`config.mk`:
```
export PLATFORM = sky130hd
export DESIGN_NAME = keyboard_rollover_report_builder_core
export DESIGN_NICKNAME = d
export VERILOG_FILES = /design/src/hw/rtl/krrb_pkg.sv /design/src/hw/rtl/keyboard_rollover_report_builder_core.sv
export VERILOG_INCLUDE_DIRS = /design/src /design/src/hw/rtl
export SDC_FILE = /design/constraint.sdc
export NUM_CORES = 1
export LEC_CHECK = 0
export ABC_AREA = 1
export BUFFER_PORTS_ARGS = -buffer_cell sky130_fd_sc_hd__buf_2
export CORE_MARGIN = 2
export CORE_UTILIZATION = 60
export DETAILED_ROUTE_END_ITERATION = 12
export PLACE_DENSITY = 0.8
export RECOVER_POWER = 50
export SYNTH_ARGS = -nofsm -noshare
export SYNTH_HDL_FRONTEND = slang
export SYNTH_SLANG_ARGS = --single-unit
```
`constraint.sdc`:
```
create_clock -name clk_i -period 4.9 [get_ports clk_i]
set_clock_uncertainty 0.15 [all_clocks]
set_input_delay 1.47 -clock clk_i [delete_from_list [all_inputs] [get_ports clk_i]]
set_output_delay 1.47 -clock clk_i [all_outputs]
set_load 0.01 [all_outputs]
```
`src/hw/rtl/keyboard_rollover_report_builder_core_defines.svh`:
```
// Assertion macros for the key rollover report builder.
// Expects clk_i and rst_ni in the scope of each use.
`ifndef KEYBOARD_ROLLOVER_REPORT_BUILDER_CORE_DEFINES_SVH
`define KEYBOARD_ROLLOVER_REPORT_BUILDER_CORE_DEFINES_SVH

// Check cons in the same cycle as ante.
`define KRRB_ASSERT_NOW(label, ante, cons) \
  label: assert property (@(posedge clk_i) disable iff (!rst_ni) (ante) |-> (cons)) \
    else $error("rollover report builder check failed");

// Check cons in the cycle after ante.
`define KRRB_ASSERT_NEXT(label, ante, cons) \
  label: assert property (@(posedge clk_i) disable iff (!rst_ni) (ante) |=> (cons)) \
    else $error("rollover report builder check failed");

`endif

```
`src/hw/rtl/krrb_pkg.sv`:
```
// Shared types and constants for the key rollover report builder.
// No dependencies.
package krrb_pkg;

  localparam int unsigned CodeW    = 8;
  localparam int unsigned OutSlots = 6;

  typedef logic [CodeW-1:0] code_t;

  typedef struct packed {
    logic                       changed;
    code_t [OutSlots-1:0]       slots;
  } report_t;

endpackage

```
`src/hw/rtl/keyboard_rollover_report_builder_core.sv`:
```
// Key rollover report builder: collects scanned keys into report slots.
// Depends on krrb_pkg and keyboard_rollover_report_builder_core_defines.svh.
//
// One scanned key is taken every clock cycle while the skid register is
// empty. Each key updates the slot array in the cycle it is accepted; the
// key marked tlast closes the scan and its report is registered into the
// output register, or into the single skid register if the output is full.
// The slave side stalls only while both hold untaken reports. empty_code is
// written through the cfg channel, which is always ready.
`include "keyboard_rollover_report_builder_core_defines.svh"

module keyboard_rollover_report_builder_core
  import krrb_pkg::*;
#(
  parameter int unsigned SLOT_COUNT = 6
) (
  input  logic                      clk_i,
  input  logic                      rst_ni,

  input  logic                      cfg_valid_i,
  output logic                      cfg_ready_o,
  input  logic [CodeW-1:0]          cfg_data_i,     // empty_code

  input  logic                      s_axis_tvalid,
  output logic                      s_axis_tready,
  input  logic [CodeW-1:0]          s_axis_tdata,   // key_code
  input  logic                      s_axis_tuser,   // key_pressed
  input  logic                      s_axis_tlast,   // last_key

  output logic                      m_axis_tvalid,
  input  logic                      m_axis_tready,
  output logic [OutSlots*CodeW-1:0] m_axis_tdata,   // slot_zero .. slot_five
  output logic                      m_axis_tuser    // report_changed
);

  localparam int unsigned FillW = $clog2(SLOT_COUNT + 1);
  localparam int unsigned PadN  = (SLOT_COUNT > OutSlots) ? SLOT_COUNT : OutSlots;

  code_t             empty_q;
  code_t             slots_q [SLOT_COUNT];
  logic [FillW-1:0]  fill_q;
  logic              changed_q;

  code_t             slots_upd [SLOT_COUNT];
  code_t             slots_fin [SLOT_COUNT];
  code_t             slots_pad [PadN];
  logic [FillW-1:0]  fill_upd;
  logic              changed_upd;
  logic              full;
  report_t           res;

  report_t           main_q;
  report_t           skid_q;
  logic              main_valid_q;
  logic              skid_valid_q;

  logic              in_fire;
  logic              out_fire;
  logic              res_fire;

  assign cfg_ready_o   = 1'b1;
  assign s_axis_tready = !skid_valid_q;
  assign in_fire       = s_axis_tvalid && s_axis_tready;
  assign res_fire      = in_fire && s_axis_tlast;
  assign out_fire      = main_valid_q && m_axis_tready;

  assign m_axis_tvalid = main_valid_q;
  assign m_axis_tdata  = main_q.slots;
  assign m_axis_tuser  = main_q.changed;

  assign full = (fill_q == FillW'(SLOT_COUNT));

  always_comb begin
    slots_upd   = slots_q;
    changed_upd = changed_q;
    fill_upd    = fill_q;
    if (!full) begin
      for (int i = 0; i < SLOT_COUNT; i++) begin
        if (fill_q == FillW'(i)) begin
          if (s_axis_tuser) begin
            if (slots_q[i] != s_axis_tdata) begin
              slots_upd[i] = s_axis_tdata;
              changed_upd  = 1'b1;
            end
          end else if (slots_q[i] == s_axis_tdata) begin
            slots_upd[i] = empty_q;
            changed_upd  = 1'b1;
          end
        end
      end
      if (s_axis_tuser) begin
        fill_upd = fill_q + FillW'(1);
      end
    end
  end

  always_comb begin
    for (int i = 0; i < SLOT_COUNT; i++) begin
      slots_fin[i] = (FillW'(i) >= fill_upd) ? empty_q : slots_upd[i];
    end
    for (int i = 0; i < PadN; i++) begin
      slots_pad[i] = '0;
    end
    for (int i = 0; i < SLOT_COUNT; i++) begin
      slots_pad[i] = slots_fin[i];
    end
    for (int i = 0; i < OutSlots; i++) begin
      res.slots[i] = slots_pad[i];
    end
    res.changed = changed_upd;
  end

  always_ff @(posedge clk_i or negedge rst_ni) begin
    if (!rst_ni) begin
      empty_q <= '0;
    end else if (cfg_valid_i && cfg_ready_o) begin
      empty_q <= cfg_data_i;
    end
  end

  always_ff @(posedge clk_i or negedge rst_ni) begin
    if (!rst_ni) begin
      for (int i = 0; i < SLOT_COUNT; i++) begin
        slots_q[i] <= '0;
      end
      fill_q    <= '0;
      changed_q <= 1'b0;
    end else if (in_fire) begin
      if (s_axis_tlast) begin
        slots_q   <= slots_fin;
        fill_q    <= '0;
        changed_q <= 1'b0;
      end else begin
        slots_q   <= slots_upd;
        fill_q    <= fill_upd;
        changed_q <= changed_upd;
      end
    end
  end

  // Hold reports: main register drives the port, skid catches one more.
  always_ff @(posedge clk_i or negedge rst_ni) begin
    if (!rst_ni) begin
      main_valid_q <= 1'b0;
      skid_valid_q <= 1'b0;
    end else if (skid_valid_q) begin
      if (out_fire) begin
        skid_valid_q <= 1'b0;
      end
    end else if (res_fire) begin
      if (!main_valid_q || out_fire) begin
        main_valid_q <= 1'b1;
      end else begin
        skid_valid_q <= 1'b1;
      end
    end else if (out_fire) begin
      main_valid_q <= 1'b0;
    end
  end

  always_ff @(posedge clk_i) begin
    if (skid_valid_q) begin
      if (out_fire) begin
        main_q <= skid_q;
      end
    end else if (res_fire) begin
      if (!main_valid_q || out_fire) begin
        main_q <= res;
      end else begin
        skid_q <= res;
      end
    end
  end

  `KRRB_ASSERT_NOW(skid_implies_main, skid_valid_q, main_valid_q)
  `KRRB_ASSERT_NOW(fill_in_range, 1'b1, fill_q <= FillW'(SLOT_COUNT))
  `KRRB_ASSERT_NEXT(last_key_clears_scan, res_fire, fill_q == '0 && !changed_q)
  `KRRB_ASSERT_NEXT(last_key_gives_report, res_fire, main_valid_q)

endmodule

```
==> qor.csv <==
metric,value,unit
ys_ff_latch,160,
critical_path.max_fanout,43,
post-route-util,68.0,%
grt_pass1_wl,41.6,mm
r2r_start,skid_valid_q,
cpMostUsedCell,nand2_1,
num_vias,8523,
start_util,61.8,%
failed_checks,"capacitance limit, slew limit",
p_per_area,424,nW/µm²
r2r_cells,5,
vias_per_cell,5.89,
pin_count,75,
coreArea,15300,µm²
slew_violations,71,
drt-pass1-iter-count,6,
layout-drive-gt1-share,10.8,%
netlist.area_leader.share,31.1,%
critical_path.cell_chain,buf_2 -> nand2_1 -> nor2_1 -> clkbuf_1 -> o211ai_1 -> nand2_1,
grt_pass1_vias,7682,
postPlaceCellArea,9910,µm²
dp_hpwl,17.1,mm
wirelength,26.6,mm
hold_viol,0,
critical-path-max-stage-delay,1630,ps
post_cts_buffers,0,
cellLeakagePower,4.64,nW
die_h,130,µm
htree_levels,4,
hold-worst-slack,366,ps
critPathKind,in -> reg,
worstMarginPinSlew,2260,ps
stdcell_area,10400,µm²
status,"finished, violations left",
portBuffers,73,
hp-class,reg -> reg,
setup_viol,0,
worstPathBufferInverterCount,2,
cts_root_buffer,clkbuf_16,
insertion_delay,440,ps
numCtsBuffers,17,
synthesis.nets,1200,
fmax,278,MHz
synth_cell_types,40,
start_kind,input pin,
cts_buffer_depth,2,
reg2reg_to,m_axis_tdata[35],
grt_max_degree,59,
drv_cap,2,
die_area,16800,µm²
synthToLayoutAreaGrowth,9.97,%
min_from,skid_q[14],
yosys_warnings,0,
min_period,3590,ps
yosys-top-cells-count,"431 x nand2_1, 149 x nand3_1, 103 x inv_1, 98 x edfxtp_1, 62 x dfrtp_1",
syn_area_per_cell,8.08,µm²
nets,1251,
crit_cells,6,
clkSinkCount,160,
die_x,130,µm
ys_seq_area_share,47.5,%
yosysMostFrequentCell,nand2_1,
worst_slack,1310,ps
synth.area.top_cells,"edfxtp_1 31%, nand2_1 17%, dfrtp_1 16%",
rows,45,
critPathLaunch,s_axis_tvalid,
rsz0062_at_grt,false,
crit_path_end,slots_q[31],
fin_tns_setup,0,ps
finalCritPeriodShare,73.3,%
reg2reg_setup_slack,1870,ps
cp_data_arrival_time,3810,ps
antenna_found_initial,0,
cts_tree,built,
clkTransAtPathRegs,60,ps
yosys.area.top_type,edfxtp_1,
wl_per_cell,18.4,µm
synthFlopType,edfxtp_1,
postCtsHoldBufs,0,
slew_headroom,-50.8,%
worstPathRequired,5120,ps
grt_overflow,0,
drtIter0Drc,1095,
ctsResizeCount,0,
critPathTopFamily,buffers and inverters,
cp-end-kind,flip-flop,
async_flop_share,38.8,%
netlist_area,9460,µm²
grt_usage,32.8,%
slowest_stage,clkbuf_1,
ant_nets,0,
drc,0,
place.gp.congestion,1.00,
diodes,0,
synth_edf_count,98,
synth_cells,1172,
vdd_drop_max,259,µV
dp_slack,1000,ps
[cells in the final DEF (no fill, tap or decap), drive strengths merged, types with 8 or more instances in the layout]
cell type / netlist / routed
a21oi: 9 / 9
and2: 8 / 8
buf: 25 / 28
clkbuf: 28 / 79
dfrtp: 62 / 62
edfxtp: 98 / 98
inv: 111 / 113
nand2: 458 / 458
nand3: 153 / 153
nor2: 35 / 35
o211ai: 41 / 41
o21ai: 84 / 84
xnor2: 31 / 31
[where the power goes]
group / leakage [nW] / internal, mW / switching [mW]
sequential: 1.69 / 1.69 / 0.173
clock: 0.280 / 0.800 / 0.546
combinational: 2.66 / 0.402 / 0.802
total: 4.64 / 2.89 / 1.52
[cell families (layout without fill, tap and decap cells)]
| kind of cell | after synthesis | after routing | share of synthesized area, % |
|---|---|---|---|
| AO/OA/AOI/OAI | 151 | 151 | 10.8 |
| XOR/XNOR | 33 | 33 | 3.33 |
| adder cells (fa/ha/maj) | 5 | 5 | 0.661 |
| buffers and inverters | 165 | 229 | 7.56 |
| flip-flops | 160 | 160 | 47.5 |
| other | 1 | 1 | 0.0396 |
| AND/OR/NAND/NOR | 657 | 657 | 30.1 |
[worst register-to-register path, delay by kind of cell, from the launching register on]
kind | cells | cell delay [ps]
AOI/OAI and AO/OA | 2 | 500
buffers and inverters | 3 | 1550
DFF | 1 | 430
[sequential cells by signal (all words and copies together) (netlist names)]
signal and cells:
m_axis_tuser 1, changed_q 1, empty_q 8, m_axis_tvalid 1, skid_valid_q 1, slots_q 48
m_axis_tdata 48, skid_q 49, fill_q 3
[final cells by class]
| cell class | instances | area (µm²) |
|---|---|---|
| timing repair buffer | 85 | 377 |
| tap | 211 | 264 |
| clock buffer | 22 | 444 |
| inverter | 112 | 423 |
| clock inverter | 10 | 134 |
| sequential | 160 | 4500 |
| fill | 1294 | 4910 |
| multi-input combinational | 847 | 4270 |
[stage by stage]
step,power (mW),std cells
5_1_grt,4.63,1447
4_1_cts,4.40,1447
6_report,4.41,1447
2_1_floorplan,2.75,1172
3_3_place_gp,3.02,1415
3_5_place_dp,3.06,1415
[how the worst min path moves through the flow]
stage,to,cells past startpoint
final,m_axis_tdata[14],2
after global routing,m_axis_tdata[45],2
after CTS,m_axis_tdata[14],2
after detailed placement,m_axis_tdata[25],2
after global placement,m_axis_tdata[38],2
after floorplan,slots_q[24],2
[routing by layer]
metal	vias up	wire length (µm)	GRT usage, %	part of all wire, %
met4	0	885	12.8	3.3
met2	491	12000	50.3	45
met3	82	2710	6.90	10
met1	3986	11000	46.0	41
li1	3964	-	-	-
met5	-	0	0	0
Power figures use the tool's default switching activity.
